<file path="config.mk">
export PLATFORM = sky130hd
export DESIGN_NAME = psr_ctrl
export DESIGN_NICKNAME = d
export VERILOG_FILES = /design/src/psr_pkg.sv /design/src/psr_ctrl.sv
export SDC_FILE = /design/constraint.sdc
export NUM_CORES = 1
export LEC_CHECK = 0
export BUFFER_PORTS_ARGS = -buffer_cell sky130_fd_sc_hd__buf_4
export CAP_MARGIN = 20
export CORE_AREA = 4 4 41 43
export DETAILED_ROUTE_END_ITERATION = 16
export DIE_AREA = 0 0 45 47
export PLACE_DENSITY = 0.6
export SLEW_MARGIN = 5
export SYNTH_ARGS = -nofsm -noshare
export SYNTH_HDL_FRONTEND = slang
export SYNTH_SLANG_ARGS = --single-unit
</file>
<file path="constraint.sdc">
create_clock -name aclk -period 1.1 [get_ports aclk]
set_clock_uncertainty 0.05 [all_clocks]
set_input_delay 0.22 -clock aclk [delete_from_list [all_inputs] [get_ports aclk]]
set_output_delay 0.22 -clock aclk [all_outputs]
set_load 0.02 [all_outputs]
</file>
<file path="src/psr_pkg.sv">
// Shared types and constants for the prime sieve round block.
// Used by the controller, the datapath and the top level; depends on nothing.
package psr_pkg;

    localparam int REQ_W   = 2;
    localparam int INDEX_W = 13;
    localparam int BYTE_W  = 8;
    localparam int NUM_W   = 16;
    // Number being scanned or cleared; one bit above NUM_W so it can pass max.
    localparam int WALK_W  = NUM_W + 1;
    localparam int BADDR_W = WALK_W - 3;

    localparam logic [REQ_W-1:0] REQ_WRITE = 2'd0;
    localparam logic [REQ_W-1:0] REQ_ROUND = 2'd1;
    localparam logic [REQ_W-1:0] REQ_READ  = 2'd2;

    localparam logic [NUM_W-1:0] MAX_NUMBER_RESET = 16'hFFFF;

    // Commands from the controller to the datapath.
    typedef struct packed {
        logic load;       // capture the input fields
        logic byte_write; // store the input byte
        logic rd_issue;   // read the addressed byte
        logic rd_capture; // keep the byte read for the result
        logic srch_init;  // start the upward search above prime_in
        logic srch_issue; // read the byte under the search pointer
        logic srch_step;  // take the search result or move to the next byte
        logic clr_init;   // first multiple is twice the prime
        logic clr_issue;  // read the byte holding the current multiple
        logic clr_write;  // clear the multiple and advance
        logic out_load;   // move the finished result into the output register
    } cmd_t;

    // Status from the datapath to the controller.
    typedef struct packed {
        logic srch_end;   // search pointer is past max_number
        logic srch_hit;   // current byte holds a candidate in range
        logic clr_end;    // nothing left to clear
        logic out_free;   // output register can take a result this cycle
    } status_t;

endpackage

</file>
<file path="src/psr_ctrl.sv">
// Controller state machine of the prime sieve round block.
// Depends on psr_pkg for the command and status structs and the request codes.
module psr_ctrl (
    input  logic                    aclk,
    input  logic                    aresetn,
    input  logic                    s_valid,
    input  logic [psr_pkg::REQ_W-1:0] s_req_type,
    output logic                    s_ready,
    input  psr_pkg::status_t        status,
    output psr_pkg::cmd_t           cmd
);

    localparam logic [3:0] ST_IDLE    = 4'd0;
    localparam logic [3:0] ST_WRITE   = 4'd1;
    localparam logic [3:0] ST_RD_ADDR = 4'd2;
    localparam logic [3:0] ST_RD_DATA = 4'd3;
    localparam logic [3:0] ST_S_INIT  = 4'd4;
    localparam logic [3:0] ST_S_READ  = 4'd5;
    localparam logic [3:0] ST_S_CHECK = 4'd6;
    localparam logic [3:0] ST_C_INIT  = 4'd7;
    localparam logic [3:0] ST_C_READ  = 4'd8;
    localparam logic [3:0] ST_C_WRITE = 4'd9;
    localparam logic [3:0] ST_FINISH  = 4'd10;

    logic [3:0] state_reg;
    logic [3:0] state_next;

    always_ff @(posedge aclk) begin
        if (!aresetn) begin
            state_reg <= ST_IDLE;
        end else begin
            state_reg <= state_next;
        end
    end

    assign s_ready = (state_reg == ST_IDLE);

    always_comb begin
        state_next = state_reg;
        cmd        = '0;
        case (state_reg)
            ST_IDLE: begin
                if (s_valid) begin
                    cmd.load = 1'b1;
                    case (s_req_type)
                        psr_pkg::REQ_WRITE: state_next = ST_WRITE;
                        psr_pkg::REQ_ROUND: state_next = ST_S_INIT;
                        psr_pkg::REQ_READ:  state_next = ST_RD_ADDR;
                        default:            state_next = ST_FINISH;
                    endcase
                end
            end
            ST_WRITE: begin
                cmd.byte_write = 1'b1;
                state_next     = ST_FINISH;
            end
            ST_RD_ADDR: begin
                cmd.rd_issue = 1'b1;
                state_next   = ST_RD_DATA;
            end
            ST_RD_DATA: begin
                cmd.rd_capture = 1'b1;
                state_next     = ST_FINISH;
            end
            ST_S_INIT: begin
                cmd.srch_init = 1'b1;
                state_next    = ST_S_READ;
            end
            ST_S_READ: begin
                if (status.srch_end) begin
                    state_next = ST_C_INIT;
                end else begin
                    cmd.srch_issue = 1'b1;
                    state_next     = ST_S_CHECK;
                end
            end
            ST_S_CHECK: begin
                cmd.srch_step = 1'b1;
                state_next    = status.srch_hit ? ST_C_INIT : ST_S_READ;
            end
            ST_C_INIT: begin
                cmd.clr_init = 1'b1;
                state_next   = ST_C_READ;
            end
            ST_C_READ: begin
                if (status.clr_end) begin
                    state_next = ST_FINISH;
                end else begin
                    cmd.clr_issue = 1'b1;
                    state_next    = ST_C_WRITE;
                end
            end
            ST_C_WRITE: begin
                cmd.clr_write = 1'b1;
                state_next    = ST_C_READ;
            end
            ST_FINISH: begin
                if (status.out_free) begin
                    cmd.out_load = 1'b1;
                    state_next   = ST_IDLE;
                end
            end
            default: begin
                state_next = ST_IDLE;
            end
        endcase
    end

endmodule

</file>
======== Word level (Yosys, flattened, before mapping) ========
Index checks and enable logic that the tools add are counted.
cells by class
  equal/unequal tests ..................... 14
  multiplexer cells ....................... 22
  reduce and logical (&&, ||, !) cells .... 5
operator list
  kind                number
  $pmux 4 s9          1
  $eq 4x3->1 const B  4
  $mux 1              16
  $eq 4x4->1 const B  3
  $pmux 4 s3          1
  $eq 4x2->1 const B  2
  $mux 4              2
  $eq 4x1->1 const B  1
  $logic_not 4->1     1
  $mux 2              2
  $ne 2x2->1 const B  2
  $reduce_or 2->1     2
  $eq 2x1->1 const B  1
  $eq 2x2->1 const B  1
  $logic_not 2->1     1
  $reduce_and 2->1    1
word-level totals
  logic and storage cells ................. 42
  input port bits ......................... 9
  register bits after elaboration ......... 4
  output and inout port bits .............. 12

======== Longest topological paths before layout ========
Gate-level depths: netlist of run 1.
  word-level depth ........................ 4
  mapped depth ............................ 5
  gate-level depth less buffers ........... 4

======== Worst setup path after synthesis of run 1 ========
Ideal clock, no wire load.
  path type ............................... reg2out
  from .................................... register state_reg[2]
  to ...................................... output cmd[5] (netlist name)
  cell stages (with the launch flop) ...... 4
  data required time ...................... 0.830 ns
  arrival time ............................ 1.154 ns
  buffers on the path ..................... 1
  path slack .............................. -0.324 ns
  cells stage by stage .................... dfxtp_1 buf_6 nand2b_1 nor3_1
RTL lines
  item                    line            RTL
  start, declared         psr_ctrl.sv:25  logic [3:0] state_reg;
  start signal, assigned  psr_ctrl.sv:32  state_reg <= state_next;
  end, declared           psr_ctrl.sv:10  output psr_pkg::cmd_t cmd

==> impl_results.md, run 1 <==
- Floorplan core area: 1301 sq um
- Number of global-route vias before repair: 513
- Detailed-routing wirelength on met1: 582 microns
- Max transition margin: 0.8458
- Number of buffers created by CTS: 3
- Maximum capacitance violations: 0
- Global router's overall resource usage: 0.1613
- CTS sink cnt: 4
- Cells after DPL: approximately 100
- GRT overflow: 0
- Wire length of the first global-routing pass: about 2400 microns
- Wire length on met2: 792 microns
- Failing checks: negative setup slack
- Chain of cells forming the critical path: and2b_4 > and3_4 > buf_6
- Stage delay of the slowest cell on the critical path: 0.36 ns
- Share of the clock period used by the worst path after layout: 1.297
- Path type of the worst setup path: reg2out
- Total standard cell area after synthesis: 442.9 sq um
- Flops & latches, synth: 4
- IO Port Bufs: 20
- Final estimated routing congestion in global placement: 0.7448
- Top library cells by usage in the layout, fill and taps aside: 28 x sky130_fd_sc_hd__buf_4, 14 x sky130_fd_sc_hd__buf_6, 4 x sky130_fd_sc_hd__nor2_4, 4 x sky130_fd_sc_hd__nor3_4, 4 x sky130_fd_sc_hd__dfxtp_4
- WL met3: 78 microns
- Highest metal layer used by the detailed router: met3
- Post-DR wirelength/cell: 13.21 microns
- Combined flip-flop and latch cell area: between 90 and 100 sq um
- Cell Count, Final, Fillers Out: 110
- Cell at the root of the clock tree: sky130_fd_sc_hd__clkbuf_4
- 1st-iter DRT viols: 3
- Total count of hold-check failures in the final report: 0
- Library cell with the largest summed area after synthesis: sky130_fd_sc_hd__dfxtp_1
- Clock-pin slew on the worst setup and hold paths: 0.04 ns
- HPWL after detailed placement: 1033 microns
- Peak clock frequency supported by timing: between 0.7 and 0.8 GHz
- Filler instances: 101
- Final-stage net count: 106
- Count of vias placed by the detailed router: 542
- Die Wd: 45 microns
- Area Growth Syn to Fin: 114.4%
- Worst slew pin tran: 0.2289 ns
- Clock tree from TritonCTS: yes
- Hold crit path type: in2reg
- Final count of negative-setup-slack endpoints: 16
- Remaining antenna violation count after routing: 0
- Area enclosed by the die boundary: around 2100 sq um
- Post-route worst setup slack: -0.3262 ns
- Setup repair after global routing missed its margin: yes
- Data arrival time of the worst path: 1.16 ns
- Post-place setup slack: -0.1196 ns
- Most common library cell in the layout ignoring fill and taps: sky130_fd_sc_hd__buf_4
- Number of flip-flops under the largest register name: 4
- Synth area leaders: sky130_fd_sc_hd__dfxtp_1 18%, sky130_fd_sc_hd__buf_6 10%, sky130_fd_sc_hd__nor3_1 6.8%
- Number of distinct library cell variants in the gate-level netlist after synthesis: 31
- Power density cells: about 3000 nW/um^2
- DRC violation count after routing: 0
- Time the final worst path needs with I/O delays and setup: 1.426 ns
- Effective utilization at floorplan: 0.3404
- Final slew viol count: 0
- Clock H-tree levels: 1
- Share of post-route cells with drive strength above 1: 0.8211
- Proportion of synthesized chip area in sequential cells: 0.1808
- VDD IR-drop max: 0.002011 V
- Area of the multi-input gates: 432.9 sq um
- IO Pins: 21
- Cell with the largest stage delay on the worst path: sky130_fd_sc_hd__dfxtp_4
- Antenna violations before repair: 0
- Drt first pass iters: 2
- Synthesized netlist cell count: 54
- Crit. End Element: primary output
- DRT Wirelength: 1453 microns
- Launching element type of the critical path: flop
- Critical Path Fanout Max: 7
- Average cell area after synthesis: 8.202 sq um
- Insertion delay to the later sink of the worst-skew pair: about 0.24 ns
- Via density per instance: 4.927
- Cell Rows: 13
- Count of synthesis-stage warnings from yosys: 0
- Largest buffer count on any clock path: 2
- Height of the die: ~47 microns
- Pin count of the biggest net entering global routing: 8
- Leakage power of the design: 0.3983 nW
- ANT cells: 0
- Data required time of the critical path: 0.83 ns
- Post-cts hold buffer count: 0
- Number of nets in the synthesized netlist: between 60 and 70
- Yosys top cell area share: 0.1808
- Status: complete, but fails checks
## cell usage after synthesis
library cell,number
sky130_fd_sc_hd__nor2_4,1
sky130_fd_sc_hd__o211ai_1,1
sky130_fd_sc_hd__and3_2,1
sky130_fd_sc_hd__and3_1,1
sky130_fd_sc_hd__o21ai_1,2
sky130_fd_sc_hd__a211oi_2,1
sky130_fd_sc_hd__inv_1,1
sky130_fd_sc_hd__inv_2,1
sky130_fd_sc_hd__o221ai_4,1
sky130_fd_sc_hd__nor2_1,6
sky130_fd_sc_hd__nand4b_1,1
sky130_fd_sc_hd__nand2_2,1
sky130_fd_sc_hd__o21ai_0,1
sky130_fd_sc_hd__and2b_4,1
sky130_fd_sc_hd__a31oi_1,1
sky130_fd_sc_hd__buf_6,4
sky130_fd_sc_hd__nor2b_1,1
sky130_fd_sc_hd__nand2_1,4
sky130_fd_sc_hd__nor2_2,1
sky130_fd_sc_hd__nor3_1,6
sky130_fd_sc_hd__o21bai_1,1
sky130_fd_sc_hd__nand2b_2,1
sky130_fd_sc_hd__nand2b_1,2
sky130_fd_sc_hd__dfxtp_1,4
sky130_fd_sc_hd__and2_1,1
sky130_fd_sc_hd__nand4bb_1,1
sky130_fd_sc_hd__a2bb2oi_2,1
sky130_fd_sc_hd__nor3b_2,1
sky130_fd_sc_hd__a32oi_2,1
sky130_fd_sc_hd__nand3b_1,1
sky130_fd_sc_hd__a21oi_1,3
## critical path: cells and delay by family (launching register included)
family	cells	cell delay, ns
buffers and inverters	1	0.11
and+or+nand+nor	2	0.45
DFF	1	0.36
## layer usage
layer | GRT usage | vias to the layer above
met1 | 0.1959 | 252
met2 | 0.2712 | 12
met3 | 0.04981 | 0
met5 | 0 | -
met4 | 0.05263 | 0
li1 | - | 278
## cell type report
type | instances | area share
flip-flops and latches | 4 | 0.1001
repair buffers | 42 | 0.3874
multi-input cells | 44 | 0.4559
clock buffers | 3 | 0.02372
well taps | 15 | 0.01976
inverters | 2 | 0.01318
## through the flow
stage | TNS, ns | hold slack [ns] | util | instance area (sq um) | total power [mW]
5_1_grt | -5.031 | 0.2164 | 0.7298 | 949.7 | 3.104
6_report | -3.962 | 0.2144 | 0.7298 | 949.7 | 2.876
3_5_place_dp | -0.8058 | 0.4707 | 0.5798 | 754.5 | 2.044
3_3_place_gp | -0.6807 | 0.4706 | 0.5798 | 754.5 | 2.032
4_1_cts | -4.269 | 0.2065 | 0.6548 | 852.1 | 2.514
2_1_floorplan | -0.5804 | 0.3149 | - | 533.0 | 1.512
## path summary, 6_finish.rpt
kind	from	endpoint	slack [ns]	depth (start not counted)
min	aresetn	state_reg[2]	0.21	3
max reg2reg	state_reg[1]	state_reg[3]	-0.25	6
min reg2reg	state_reg[3]	state_reg[2]	0.58	2
max	state_reg[0]	cmd[0]	-0.33	3
## cells by family after synthesis
kind of cell	Yosys count	share of synthesized area
AND/OR/NAND/NOR	31	0.4266
AO/OA/AOI/OAI	13	0.2740
buffers and inverters	6	0.1186
flip-flops	4	0.1808
## timing repair
action	in CTS	in global routing
gates resized for setup	14	14
setup endpoints to repair	16	16
hold endpoints to repair	0	0
buffers inserted	3	7
pin swaps	8	6
gates cloned	0	0
## report_power, final
group | switching (mW) | internal, mW | total, mW | leakage (nW)
combinational | 1.04 | 1.25 | 2.29 | 0.349
clock | 0.0620 | 0.122 | 0.184 | 0.0138
sequential | 0.158 | 0.246 | 0.403 | 0.0356
No activity file was read; power rests on OpenSTA's default activity.
==> inputs of run 2 (changes only) <==
--- a/config.mk
+++ b/config.mk
@@ -5,12 +5,13 @@
 export SDC_FILE = /design/constraint.sdc
 export NUM_CORES = 1
 export LEC_CHECK = 0
+export ABC_AREA = 1
 export BUFFER_PORTS_ARGS = -buffer_cell sky130_fd_sc_hd__buf_4
 export CAP_MARGIN = 20
 export CORE_AREA = 4 4 41 43
 export DETAILED_ROUTE_END_ITERATION = 16
 export DIE_AREA = 0 0 45 47
-export PLACE_DENSITY = 0.6
+export PLACE_DENSITY = 0.56
 export SLEW_MARGIN = 5
 export SYNTH_ARGS = -nofsm -noshare
 export SYNTH_HDL_FRONTEND = slang
==> run 2 against run 1 <==
Against the previous run:
- synthesized cell count up 28%
- register-to-register slack better by 0.09 ns
- critical path type unchanged
- clock power down 3%
- the flow still finishes with violations (negative setup slack)
- highest routed layer unchanged
==> impl_results.md, run 2 <==
- Stage delay of the slowest cell on the critical path: 0.37 ns (was 0.36 ns)
- Drt first pass iters: 4 (was 2)
- Final count of negative-setup-slack endpoints: 16 (unchanged)
- Insertion delay to the later sink of the worst-skew pair: 0.23 ns (was 0.24 ns)
- Data required time of the critical path: 0.83 ns (about the same)
- Count of vias placed by the detailed router: 580 (was 542)
- Floorplan core area: 1301 sq um (unchanged)
- Pin count of the biggest net entering global routing: 7 (was 8)
- Total power of the final layout: 2.875 mW (was 2.876 mW)
- Async set or reset register ratio after synthesis: 0 (unchanged)
- Global router's overall resource usage: 0.1470 (was 0.1613)
- Max transition margin: 0.8418 (was 0.8458)
- HPWL after detailed placement: 1046 microns (was 1033 microns)
- Number of nets in the synthesized netlist: 78 (was 63)
- Power density cells: 3113 nW/um^2 (was 3029 nW/um^2)
- Most common library cell in the layout ignoring fill and taps: sky130_fd_sc_hd__buf_4 (unchanged)
- 1st-iter DRT viols: 6 (was 3)
- Crit. End Element: primary output (unchanged)
- Leakage power of the design: 0.4338 nW (was 0.3983 nW)
- Library cell with the largest summed area after synthesis: sky130_fd_sc_hd__dfxtp_1 (unchanged)
- Post-route worst setup slack: -0.2988 ns (was -0.3262 ns)
- VDD IR-drop max: 0.001768 V (was 0.002011 V)
- Peak clock frequency supported by timing: 0.7149 GHz (was 0.7012 GHz)
- Worst path bufs/invs: 2 (was 1)
- Hold crit path type: in2reg (unchanged)
- RR Endpoint: state_reg[1] (was state_reg[3])
- Critical Path Fanout Max: 6 (was 7)
- ANT cells: 0 (unchanged)
- Synthesized netlist cell count: 69 (was 54)
- Depth of the worst register-to-register path: 8 (was 6)
- CP top delay family: flip-flops (was simple AND/OR/NAND/NOR gates)
- IO Port Bufs: 20 (unchanged)
- Number of flip-flops under the largest register name: 4 (unchanged)
- Yosys top cell area share: 0.2019 (was 0.1808)
- Number of buffers created by CTS: 3 (unchanged)
- Status: complete, but fails checks (unchanged)
- Number of global-route vias before repair: 554 (was 513)
- Most common cell in the netlist: sky130_fd_sc_hd__nand2_1
- Clock tree from TritonCTS: yes (unchanged)
- Cell at the root of the clock tree: sky130_fd_sc_hd__clkbuf_4 (unchanged)
- Height of the die: 47 microns (unchanged)
- Cell with the largest stage delay on the worst path: sky130_fd_sc_hd__dfxtp_4 (unchanged)
- Failing checks: negative setup slack (unchanged)
- Via density per instance: 4.715 (was 4.927)
- Share of the clock period used by the worst path after layout: 1.272 (was 1.297)
- Post-layout util: 0.7096 (was 0.7298)
- Remaining antenna violation count after routing: 0 (unchanged)
- Data arrival time of the worst path: 1.13 ns (was 1.16 ns)
- DRT Wirelength: 1569 microns (was 1453 microns)
- Cell Rows: 13 (unchanged)
- Proportion of synthesized chip area in sequential cells: 0.2019 (was 0.1808)
- Final slew viol count: 0 (unchanged)
- DRC violation count after routing: 0 (unchanged)
- R2R setup slack: -0.16 ns (was -0.25 ns)
- Effective utilization at floorplan: 0.3048 (was 0.3404)
- Wire length of the first global-routing pass: 2270 microns (was 2428 microns)
- Number of flops mapped to enable cells by yosys: 0 (unchanged)
- Die Wd: 45 microns (unchanged)
- Maximum capacitance violations: 0 (unchanged)
- Placed instance area: 685.7 sq um (was 754.5 sq um)
- Setup repair after global routing missed its margin: yes (unchanged)
- Number of distinct library cell variants in the gate-level netlist after synthesis: 19 (was 31)
- Final estimated routing congestion in global placement: 0.8098 (was 0.7448)
- Share of post-route cells with drive strength above 1: 0.7963 (was 0.8211)
- Synth area leaders: sky130_fd_sc_hd__dfxtp_1 20%, sky130_fd_sc_hd__nand2_1 11%, sky130_fd_sc_hd__nor2_1 10% (was sky130_fd_sc_hd__dfxtp_1 18%, sky130_fd_sc_hd__buf_6 10%, sky130_fd_sc_hd__nor3_1 6.8%)
- Clock-pin slew on the worst setup and hold paths: 0.04 ns (about the same)
- Path type of the worst setup path: reg2out (unchanged)
- Top cells by count, synth: 12 x sky130_fd_sc_hd__nand2_1, 11 x sky130_fd_sc_hd__nor2_1, 9 x sky130_fd_sc_hd__inv_1 (was 6 x sky130_fd_sc_hd__nor2_1, 6 x sky130_fd_sc_hd__nor3_1, 4 x sky130_fd_sc_hd__buf_6, 4 x sky130_fd_sc_hd__dfxtp_1, 4 x sky130_fd_sc_hd__nand2_1)
- Antenna violations before repair: 0 (unchanged)
- Average cell area after synthesis: 5.748 sq um (was 8.202 sq um)
- Filler instances: 111 (was 101)
- Total count of hold-check failures in the final report: 0 (unchanged)
- Startpoint of the lowest-slack register-to-register path: state_reg[0] (was state_reg[1])
- Post-DR wirelength/cell: 12.76 microns (was 13.21 microns)
- Time the final worst path needs with I/O delays and setup: 1.399 ns (was 1.426 ns)
- Total standard cell area after synthesis: 396.6 sq um (was 442.9 sq um)
- CTS sink cnt: 4 (unchanged)
- Largest buffer count on any clock path: 2 (unchanged)
- Most common flop cell mapped by yosys: sky130_fd_sc_hd__dfxtp_1 (unchanged)
- Worst slew pin tran: 0.2374 ns (was 0.2289 ns)
- Clock H-tree levels: 1 (unchanged)
- Flops & latches, synth: 4 (unchanged)
- IO Pins: 21 (unchanged)
- Area enclosed by the die boundary: 2115 sq um (unchanged)
- Startpoint of the tightest hold check path: aresetn (unchanged)
- Number of stages on the worst hold path: 3 (unchanged)
- Launching element type of the critical path: flop (unchanged)
- Finished layout cell area: 923.4 sq um (was 949.7 sq um)
- Worst hold slack after final layout: 0.2339 ns (was 0.2144 ns)
- Final-stage net count: 119 (was 106)
- Chain of cells forming the critical path: buf_6 > nor2_4 > nand3_4 > nor2_4 > buf_6 (was and2b_4 > and3_4 > buf_6)
- Hold endpoint: state_reg[0] (was state_reg[2])
- Count of synthesis-stage warnings from yosys: 0 (unchanged)
- Area Growth Syn to Fin: 132.8% (was 114.4%)
- Top library cells by usage in the layout, fill and taps aside: 26 x sky130_fd_sc_hd__buf_4, 11 x sky130_fd_sc_hd__buf_6, 9 x sky130_fd_sc_hd__nand2_2 (was 28 x sky130_fd_sc_hd__buf_4, 14 x sky130_fd_sc_hd__buf_6, 4 x sky130_fd_sc_hd__nor2_4, 4 x sky130_fd_sc_hd__nor3_4, 4 x sky130_fd_sc_hd__dfxtp_4)
- GRT overflow: 0 (unchanged)
## run 2: layout make-up
cell class	instances	area [sq um]	area share
tap	15	18.77	0.02033
multi-input combinational	51	414.1	0.4485
timing repair buffer	37	319.1	0.3455
clock buffer	3	22.52	0.02439
sequential	4	90.09	0.09756
inverter	13	58.81	0.06369
## run 2: cell families after synthesis
family | count (synthesis) | share of synthesized area
simple gates | 44 | 0.5489
flops | 4 | 0.2019
compound gates | 7 | 0.1136
buf+inv | 14 | 0.1356
## run 2: worst max-delay path by stage
stage	startpoint	to	slack (ns)	depth (start not counted)
2_1_floorplan	state_reg[0]	cmd[6]	-0.05	4
3_3_place_gp	state_reg[3]	cmd[5]	-0.15	5
4_1_cts	state_reg[3]	cmd[5]	-0.31	5
3_5_place_dp	state_reg[3]	cmd[5]	-0.18	5
6_report	state_reg[3]	cmd[5]	-0.30	5
5_1_grt	state_reg[1]	cmd[4]	-0.37	5
## run 2: layer usage
metal | part of all wire | routed length, microns | up-vias | track usage
met4 | 0 | 0 | 0 | 0.05263
li1 | - | - | 295 | -
met2 | 0.57 | 891 | 14 | 0.2740
met3 | 0.048 | 76 | 0 | 0.01533
met5 | 0 | 0 | - | 0
met1 | 0.38 | 601 | 271 | 0.1731
## run 2: where the power goes
group / internal (mW) / leakage (nW) / switching [mW]
registers: 0.234 / 0.0350 / 0.103
logic: 1.07 / 0.385 / 1.29
clock network: 0.122 / 0.0138 / 0.0563
total: 1.43 / 0.434 / 1.45
## run 2: what timing repair did
item                                    CTS  global route
setup buffers                             5             2
endpoints found under the setup margin   16            16
hold buffers                              0             0
gates resized for setup                  23            24
gates cloned                              0             0
pin swaps                                12             9
## run 2: worst register-to-register path, stage by stage (launching register included)
cell and delay, ns:
sky130_fd_sc_hd__dfxtp_2 0.33, sky130_fd_sc_hd__buf_6 0.14, sky130_fd_sc_hd__buf_6 0.11, sky130_fd_sc_hd__nor2_4 0.11, sky130_fd_sc_hd__nand2_2 0.09, sky130_fd_sc_hd__nand2_2 0.07, sky130_fd_sc_hd__nand2_2 0.05, sky130_fd_sc_hd__o21ai_2 0.13
sky130_fd_sc_hd__a21oi_2 0.06
## run 2: stage by stage
stage	setup WS [ns]	instances	TNS, ns
after floorplan	-0.05215	69	-0.3166
after global placement	-0.1506	114	-1.268
after detailed placement	-0.1777	114	-1.613
after CTS	-0.3085	122	-3.700
after global routing	-0.3671	123	-4.538
final	-0.2988	123	-3.627
